==> src/hdl/lsd_pkg.sv <==
// ----------------------------------------------------------------------------
// lsd_pkg
// shared types and constants of the log stream deframer
// ----------------------------------------------------------------------------
package lsd_pkg;

	// request codes
	localparam logic REQ_DATA = 1'b0;
	localparam logic REQ_EOS  = 1'b1;

	// configuration register indexes
	localparam logic CFG_IDX_TTY_MODE    = 1'b0;
	localparam logic CFG_IDX_MAX_PAYLOAD = 1'b1;

	localparam logic [31:0] MAX_PAYLOAD_RST = 32'd65536;

	localparam logic [7:0] NEWLINE_CHAR = 8'h0a;
	localparam logic [3:0] HEADER_LEN   = 4'd8;
	localparam logic [3:0] LEN_FIRST    = 4'd4;
	localparam logic [7:0] STREAM_OUT   = 8'd1;
	localparam logic [7:0] STREAM_ERR   = 8'd2;

	// one result item
	typedef struct packed {
		logic [7:0] out_byte;
		logic       has_byte;
		logic       stream_id;
		logic       last;
		logic       truncated;
	} result_t;

	// deframer state
	typedef struct packed {
		logic [3:0]  header_count;
		logic [7:0]  frame_stream_type;
		logic [31:0] remaining;
		logic        skipping;
		logic        message_open;
	} dfr_state_t;

endpackage

==> src/hdl/log_stream_deframer_top.sv <==
// ----------------------------------------------------------------------------
// log_stream_deframer_top
// splits a log byte stream into messages, by newline or by 8-byte frame header
// ----------------------------------------------------------------------------
//
//  channel   direction  handshake              payload
//  input     in         in_valid / in_stall    req_type, in_byte
//  output    out        out_valid / out_stall  out_byte, has_byte, stream_id,
//                                              last, truncated
//  config    in         cfg_wen                cfg_index, cfg_wdata
//
//  one byte per cycle sustained while the output is not stalled; a byte is
//  captured in the input register and its result in the output register
//  the rate is set by the single state update per byte in lsd_core
//  reset clears the deframer state and loads the register defaults
//  a stall on the output holds the input register, which then stalls the input
//  bytes that give no result (header, skipped payload) still pass through the input register
//
module log_stream_deframer_top (
	input  logic        clk,
	input  logic        arst_n,
	// input channel
	input  logic        in_valid,
	output logic        in_stall,
	input  logic        req_type,
	input  logic [7:0]  in_byte,
	// output channel
	output logic        out_valid,
	input  logic        out_stall,
	output logic [7:0]  out_byte,
	output logic        has_byte,
	output logic        stream_id,
	output logic        last,
	output logic        truncated,
	// configuration write port
	input  logic        cfg_wen,
	input  logic        cfg_index,
	input  logic [31:0] cfg_wdata
);
	import lsd_pkg::*;

	// configuration registers
	logic        tty_mode_q;
	logic [31:0] max_payload_q;

	// input register
	logic        valid_s1;
	logic        req_s1;
	logic [7:0]  byte_s1;

	// result register
	logic        out_valid_q;
	result_t     res_q;

	// core handshake
	logic        out_ready;
	logic        process;
	logic        res_valid;
	result_t     res;

	// the result register is free or emptied in this cycle
	assign out_ready = !out_valid_q || !out_stall;
	// the byte in the input register is decided when its result has a place
	assign process   = valid_s1 && out_ready;
	assign in_stall  = valid_s1 && !out_ready;

	always_ff @(posedge clk or negedge arst_n) begin
		if (!arst_n) begin
			tty_mode_q    <= 1'b0;
			max_payload_q <= MAX_PAYLOAD_RST;
		end else if (cfg_wen) begin
			case (cfg_index)
				CFG_IDX_TTY_MODE:    tty_mode_q    <= cfg_wdata[0];
				CFG_IDX_MAX_PAYLOAD: max_payload_q <= cfg_wdata;
				default:             ;
			endcase
		end
	end

	// input register, loads whenever it is not held
	always_ff @(posedge clk or negedge arst_n) begin
		if (!arst_n) begin
			valid_s1 <= 1'b0;
		end else if (!in_stall) begin
			valid_s1 <= in_valid;
		end
	end

	always_ff @(posedge clk) begin
		if (!in_stall && in_valid) begin
			req_s1  <= req_type;
			byte_s1 <= in_byte;
		end
	end

	lsd_core u_core (
		.clk         (clk),
		.arst_n      (arst_n),
		.process     (process),
		.req_type    (req_s1),
		.in_byte     (byte_s1),
		.tty_mode    (tty_mode_q),
		.max_payload (max_payload_q),
		.res_valid   (res_valid),
		.res         (res)
	);

	// result register, a transaction leaves it when out_stall is low
	always_ff @(posedge clk or negedge arst_n) begin
		if (!arst_n) begin
			out_valid_q <= 1'b0;
		end else if (out_ready) begin
			out_valid_q <= process && res_valid;
		end
	end

	always_ff @(posedge clk) begin
		if (process && res_valid) begin
			res_q <= res;
		end
	end

	assign out_valid = out_valid_q;
	assign out_byte  = res_q.out_byte;
	assign has_byte  = res_q.has_byte;
	assign stream_id = res_q.stream_id;
	assign last      = res_q.last;
	assign truncated = res_q.truncated;

	// a truncation marker is a bare end marker
	assert property (@(posedge clk) disable iff (!arst_n)
		(out_valid_q && res_q.truncated) |-> (res_q.last && !res_q.has_byte))
		else $error("truncated result is not a bare end marker");

	// a bare end marker carries no byte and closes the message
	assert property (@(posedge clk) disable iff (!arst_n)
		(out_valid_q && !res_q.has_byte) |-> (res_q.last && res_q.out_byte == '0))
		else $error("bare marker malformed");

	// a held input byte is still there on the next edge
	assert property (@(posedge clk) disable iff (!arst_n)
		in_stall |=> (valid_s1 && $stable(byte_s1) && $stable(req_s1)))
		else $error("input register lost a held transaction");

	// a held result is not overwritten
	assert property (@(posedge clk) disable iff (!arst_n)
		(out_valid_q && out_stall) |=> (out_valid_q && $stable(res_q)))
		else $error("result register overwritten while stalled");

endmodule

==> src/hdl/lsd_core.sv <==
// ----------------------------------------------------------------------------
// lsd_core
// deframer state and the per-byte decision logic
// ----------------------------------------------------------------------------
module lsd_core (
	input  logic             clk,
	input  logic             arst_n,
	input  logic             process,
	input  logic             req_type,
	input  logic [7:0]       in_byte,
	input  logic             tty_mode,
	input  logic [31:0]      max_payload,
	output logic             res_valid,
	output lsd_pkg::result_t res
);
	import lsd_pkg::*;

	dfr_state_t st_q;
	dfr_state_t st_d;

	logic        hdr_path;
	logic [3:0]  hc_w;
	logic [3:0]  hc_n;
	logic [31:0] rem_w;
	logic [7:0]  ft_w;
	logic [31:0] rem_dec;
	logic        done;
	logic        known;
	logic        skip_n;

	always_comb begin
		st_d      = st_q;
		res_valid = 1'b0;
		res       = '0;
		hdr_path  = 1'b0;
		hc_w      = st_q.header_count;
		hc_n      = '0;
		rem_w     = st_q.remaining;
		ft_w      = st_q.frame_stream_type;
		rem_dec   = st_q.remaining - 32'd1;
		done      = (rem_dec == '0);
		known     = 1'b0;
		skip_n    = 1'b0;

		if (req_type == REQ_EOS) begin
			if (st_q.message_open) begin
				res_valid = 1'b1;
				res.last  = 1'b1;
				if (!tty_mode) begin
					res.stream_id = (st_q.frame_stream_type == STREAM_ERR);
					res.truncated = 1'b1;
				end
			end
			st_d = '0;
		end else if (tty_mode) begin
			res_valid = 1'b1;
			if (in_byte == NEWLINE_CHAR) begin
				st_d.message_open = 1'b0;
				res.last          = 1'b1;
			end else begin
				st_d.message_open = 1'b1;
				res.out_byte      = in_byte;
				res.has_byte      = 1'b1;
			end
		end else begin
			hdr_path = 1'b1;
			if (st_q.header_count >= HEADER_LEN) begin
				if (st_q.remaining != '0) begin
					hdr_path       = 1'b0;
					st_d.remaining = rem_dec;
					if (done) begin
						st_d.header_count = '0;
						st_d.skipping     = 1'b0;
						st_d.message_open = 1'b0;
					end
					if (!st_q.skipping) begin
						res_valid     = 1'b1;
						res.out_byte  = in_byte;
						res.has_byte  = 1'b1;
						res.stream_id = (st_q.frame_stream_type == STREAM_ERR);
						res.last      = done;
					end
				end else begin
					// payload over, byte starts a new header
					hc_w              = '0;
					st_d.skipping     = 1'b0;
					st_d.message_open = 1'b0;
				end
			end

			if (hdr_path) begin
				if (hc_w == '0) begin
					ft_w  = in_byte;
					rem_w = '0;
				end else if (hc_w >= LEN_FIRST) begin
					rem_w = {rem_w[23:0], in_byte};
				end
				hc_n                   = hc_w + 4'd1;
				st_d.frame_stream_type = ft_w;
				st_d.remaining         = rem_w;
				st_d.header_count      = hc_n;
				if (hc_n == HEADER_LEN) begin
					known  = (ft_w == STREAM_OUT) || (ft_w == STREAM_ERR);
					skip_n = (rem_w > max_payload) || !known;
					if (rem_w == '0) begin
						st_d.header_count = '0;
						st_d.skipping     = 1'b0;
						st_d.message_open = 1'b0;
						if (known) begin
							res_valid     = 1'b1;
							res.stream_id = (ft_w == STREAM_ERR);
							res.last      = 1'b1;
						end
					end else begin
						st_d.skipping     = skip_n;
						st_d.message_open = !skip_n;
					end
				end
			end
		end
	end

	always_ff @(posedge clk or negedge arst_n) begin
		if (!arst_n) begin
			st_q <= '0;
		end else if (process) begin
			st_q <= st_d;
		end
	end

	// the header count never passes the header length
	assert property (@(posedge clk) disable iff (!arst_n)
		st_q.header_count <= HEADER_LEN)
		else $error("header count out of range");

	// the open-message flag does not change inside a header
	assert property (@(posedge clk) disable iff (!arst_n)
		(!tty_mode && st_q.header_count != '0 && st_q.header_count < HEADER_LEN &&
		 $past(!tty_mode) && $past(st_q.header_count) < HEADER_LEN &&
		 $past(st_q.header_count) != '0) |-> st_q.message_open == $past(st_q.message_open))
		else $error("message state changed inside a header");

	// end of stream always returns to the idle state
	assert property (@(posedge clk) disable iff (!arst_n)
		(process && req_type == REQ_EOS) |=> (st_q == '0))
		else $error("state not cleared after end of stream");

endmodule

==> config.mk <==
export PLATFORM = sky130hd
export DESIGN_NAME = log_stream_deframer_top
export DESIGN_NICKNAME = d
export VERILOG_FILES = /design/src/hdl/lsd_pkg.sv /design/src/hdl/log_stream_deframer_top.sv /design/src/hdl/lsd_core.sv
export SDC_FILE = /design/constraint.sdc
export NUM_CORES = 1
export LEC_CHECK = 0
export BUFFER_PORTS_ARGS = -buffer_cell sky130_fd_sc_hd__buf_2
export CAP_MARGIN = 10
export CORE_UTILIZATION = 50
export CTS_BUF_LIST = sky130_fd_sc_hd__clkbuf_4 sky130_fd_sc_hd__clkbuf_8 sky130_fd_sc_hd__clkbuf_16
export DETAILED_ROUTE_END_ITERATION = 6
export GPL_TIMING_DRIVEN = 0
export PLACE_DENSITY = 0.71
export SLEW_MARGIN = 20
export SYNTH_ARGS = -nofsm -noshare
export SYNTH_HDL_FRONTEND = slang
export SYNTH_HIERARCHICAL = 1
export SYNTH_SLANG_ARGS = --single-unit
export TNS_END_PERCENT = 10
==> constraint.sdc <==
create_clock -name clk -period 5.6 [get_ports clk]
set_clock_uncertainty 0.2 [all_clocks]
set_input_delay 0.28 -clock clk [delete_from_list [all_inputs] [get_ports clk]]
set_output_delay 0.28 -clock clk [all_outputs]
set_load 0.1 [all_outputs]
# Word-level counts from Yosys, hierarchy flattened
# Cells that the tools add are included.
# word_totals
ramBits	0
memories	0
romBits	0
wordCells	115
register_bits	102
latchBits	0
input_bits	47
# classes
bitwise	1
shifts	0
div	0
eq_ne	6
n_addsub	2
mul	0
muxes	59
order_cmp	3
reduce_logical	28
# ops
cell	count
32-bit two-way mux	6
46-bit two-way mux	2
32-bit zero test	2
45-bit two-way mux	1
4-bit two-way mux	9
34-bit two-way mux	1
11-bit two-way mux	3
32-bit > comparator	1
8-bit two-way mux	4
32-bit nonzero test	1
32-bit by 1-bit subtractor with 32-bit output, second input constant	1
1-bit two-way mux	21
2-bit two-way mux	9
9-bit two-way mux	2
8-bit by 2-bit == test with 1-bit output, second input constant	2
3-bit nonzero test	3
8-bit by 1-bit == test with 1-bit output, second input constant	1
8-bit by 4-bit == test with 1-bit output, second input constant	1
2-bit AND reduction	4
1-bit zero test	6
5-bit AND reduction	1
4-bit by 1-bit adder with 4-bit output, second input constant	1
4-bit == test, second input constant	1
4-bit by 3-bit >= comparator with 1-bit output, second input constant	1
other kinds (10)	15

# Depth between registers and ports, before layout
# logic_depth
word_depth	20
depth_mapped	22

# Cells and area by module
# The synthesis kept the hierarchy.
# by_module_without_submodules
module	n_inst	cells_each	area_per_inst_um2
lsd_core	1	703	5031.1
log_stream_deframer_top	1	103	2113.3

# Worst setup path before layout
# Ideal clock, no wire load.
# synth_path
path_kind	register to register
startpoint	reg u_core/st_q[2] (netlist name)
endpoint	reg u_core/st_q[0] (netlist name)
required_ps	5323
path_buffers	2
path_stages_with_launch	23
slack_ps	109
setup_time_ps	77
arrival_time_ps	5214
cell_sequence	dfrtp_1 -> clkbuf_1 -> inv_1 -> ha_1 -> or3b_2 -> nor2_1 -> nand2_1 -> or3_1 -> or2_2 -> nand2_1 -> ha_1 -> clkbuf_1 -> nand2b_1 -> o21ai_0 -> ha_1 -> a21o_1 -> a21o_1 -> a211o_1 -> a211o_1 -> a2111oi_1 -> a311oi_1 -> or4_1 -> a21oi_1
# synth_via
elab_chain_len	20
# synth_lines
item	line	text
start, declared	lsd_core.sv:18	dfr_state_t st_q;
start signal, assigned	lsd_core.sv:127	st_q <= st_d;
parallel branches: the longest is 17 deep, another holds 32-bit > comparator	--	
46-bit two-way mux (*)	lsd_core.sv:91	if (hdr_path) begin
1-bit two-way mux (*)	lsd_core.sv:55	end else if (tty_mode) begin
46-bit two-way mux (*)	lsd_core.sv:45	if (req_type == REQ_EOS) begin
# Every way passes the cells marked *. The select of a mux whose other input is x is not followed.
# A chain may end at the register's enable or synchronous reset.

# Final worst setup path
# layout_path
startpoint	reg u_core/st_q[8] (netlist name)
endpoint	reg u_core/st_q[0] (netlist name)
# The elaborated chain is that of the path after synthesis.

==> flow_summary.toml <==
[run_status]
status = "completed"

[final_layout]
num_antenna_cells = 0
layout.nets = 1016
multi_input_comb_area_um2 = 4160
fillers = 1203
regArea_um2 = 2660
area_delta_synth_final_pct = 21.8
layout-drive-gt1-share = 0.191

[placed_design]
finalWeightedCongestion = 0.978
pre_cts_ws_ps = -1080
hpwlAfterDp_mm = 15.5
portBuffers = 60

[worst_setup_path]
critical_path_required_ps = 5690
end_kind = "flop"
arrival_ps = 5610
crit_fanout = 10
path_class = "flop to flop"
startpoint_type = "flop"

[synth]
syn_inst = 806
yosysWarnings = 6
yosysTopAreaCellShare = 0.280
synthTopCellsByArea = "dfrtp_1 28%, edfxtp_1 8.8%, o21ai_0 6.9%"
synth_top_cell_by_area = "dfrtp_1"
ys_seq_area_frac = 0.372
ys_types = 79
async_flop_share = 0.794
avgSynthCellArea_um2 = 8.86
ys_ff_latch = 102
synthFlopType = "dfrtp_1"
syn_nets = 888
syn_area_um2 = 7140
synth_edf_count = 21

[route]
drt_iter0_drc = 652
antenna_left = 0
wl_per_cell_um = 19.8
route.met2.wl_mm = 9.89
drc = 0
avgViaCountPerCell = 6.16
vias = 6889
drt_pre_antenna_iters = 5
dr.max_layer_used = "met4"
dr_wl_met3_mm = 1.84
wl_met1_mm = 9.20
postRouteWirelength_mm = 22.2

[clock_network]
clk_latency_ps = 370
cts_buffers = 9
root_buffer = "clkbuf_16"
clkTransAtPathRegs_ps = 80
cts_max_level = 3
clockBufferDepth = 2
cts_tree = "done"
cts.sinks = 102

[min_path]
min_path_type = "input pin to flop"

[floorplan]
coreArea_um2 = 13900
ioPinCount = 61
start_util = 0.513
fp.dieH_um = 122
die_x_um = 122
die_area_um2 = 14800
fp-row-count = 43

[global_routing]
antenna_found_initial = 0
globalRouteOverflowTotal = 0
grt_pass1_vias = 6627
track_usage = 0.312
grt_first_pass_wirelength_mm = 34.8
grt_max_degree = 47

[power]
peakVddDrop_v = 0.000259
p_leak_nw = 3.90
finalPower_mw = 3.68
cellPowerDensity_nw_per_um2 = 423

[job]
maxCapViolations = 0

[timing]
period_minus_slack_ps = 5510
maxSlewViolCount = 0
max_freq_mhz = 181
tns_ps = 0
slew_headroom = 0.381
hold_viol = 0
fin_ws_ps = 85.4
finalSetupViolations = 0
holdWs_ps = 139
fin_crit_sh = 0.985
tightest_slew_ps = 917
==> layout make-up <==
cell class | count | share of cell area
Multi-Input combinational cell | 605 | 0.478
Sequential cell | 102 | 0.306
Tap cell | 180 | 0.0259
Inverter | 47 | 0.0203
Clock inverter | 7 | 0.0102
Buffer | 50 | 0.0334
Timing Repair Buffer | 119 | 0.101
Clock buffer | 9 | 0.0259
==> sequential cells by signal, summed over array words and instances, names as in the netlist <==
register       count
last               1
has_byte           1
out_valid          1
tty_mode_q         1
stream_id          1
max_payload_q     32
byte_s1            8
valid_s1           1
out_byte           8
truncated          1
req_s1             1
u_core/st_q       46
==> synthesized netlist by cell type (7+ instances only) <==
cell       n
a21oi_1   49
nand4_1   13
edfxtp_1  21
and3_1    15
nand2b_1  32
clkbuf_1  37
buf_2      7
or3_1      8
a22o_1    11
nand2_1   79
nor4_1    14
ha_1      35
dfrtp_1   80
o21ai_0   99
nor2_1    54
mux2_4    30
inv_1     47
nand3_1    9
nor3_1    31
mux2i_1    7
==> cell families (layout without fill, tap and decap cells) <==
| group | Yosys count | after routing | synth area share |
|---|---|---|---|
| fa+ha+maj | 35 | 35 | 0.0613 |
| compound gates | 218 | 218 | 0.183 |
| buf+inv | 99 | 232 | 0.0632 |
| xor+xnor | 5 | 5 | 0.00613 |
| mux | 41 | 41 | 0.0792 |
| flops | 102 | 102 | 0.372 |
| simple gates | 306 | 306 | 0.235 |
==> stage by stage <==
stage / cell area (um2) / utilization / std cells
after floorplan: 7140 / - / 806
final: 8700 / 0.625 / 1119
after global placement: 7670 / 0.550 / 1046
after CTS: 8540 / 0.613 / 1106
after global routing: 8700 / 0.625 / 1119
after detailed placement: 7700 / 0.553 / 1047
==> worst paths after layout <==
path                                    from                end  slack [ps]  depth (start not counted)
max                           u_core/st_q[8]     u_core/st_q[0]          90                         21
min                                  cfg_wen         tty_mode_q         140                          3
max reg2reg                   u_core/st_q[8]     u_core/st_q[0]          90                         21
min reg2reg                max_payload_q[19]  max_payload_q[19]         310                          1
max in group asynchronous             arst_n  max_payload_q[16]        4300                          3
min in group asynchronous             arst_n          out_valid         230                          2
==> routing by layer <==
metal,vias to the layer above,GRT usage
met4,0,0.178
met2,371,0.485
li1,3187,-
met1,3237,0.402
met3,94,0.0674
met5,-,0
==> placed cells by master, fill, tap and decap left out, drive strengths merged, types with 7 or more instances in the layout <==
cell,instances
dfrtp,80
inv,51
nor4,19
nand4,14
edfxtp,21
buf,90
and3,15
a21oi,49
nor3,33
clkbuf,44
dlygate4sd3,44
a22o,11
nand3,10
nor2,54
o21ai,104
nand2b,32
mux2,34
and2,7
nand2,80
ha,35
or4,7
or3,8
mux2i,7
==> where the power goes <==
group	internal [mW]	leakage (nW)	total [mW]	switching [mW]
clock	0.359	0.152	0.674	0.315
combinational	0.732	2.51	2.04	1.31
sequential	0.872	1.24	0.965	0.0933
total	1.96	3.90	3.68	1.72
==> worst max-delay path: stages (launching register included) <==
cell and delay, ps:
dfrtp_1 380, buf_6 140, or4_1 500, buf_6 180, nor2_4 130, nand2_2 110
or3_1 340, or2_2 290, nand2_1 130, ha_4 180, clkbuf_4 210, nand2b_1 120
o21ai_0 170, ha_2 240, a21o_1 170, a21o_1 160, a211o_1 290, a211o_1 330
a2111oi_4 350, a311oi_2 140, or4_1 520, a21oi_1 170
==> what timing repair did <==
action                                 CTS  global route
endpoints found under the hold margin   79             0
hold buffers                            44             0
pin swaps                                1             5
setup buffers                            1            13
setup endpoints to repair               14             2
resized for setup                       20            18
Power figures use the tool's default switching activity.
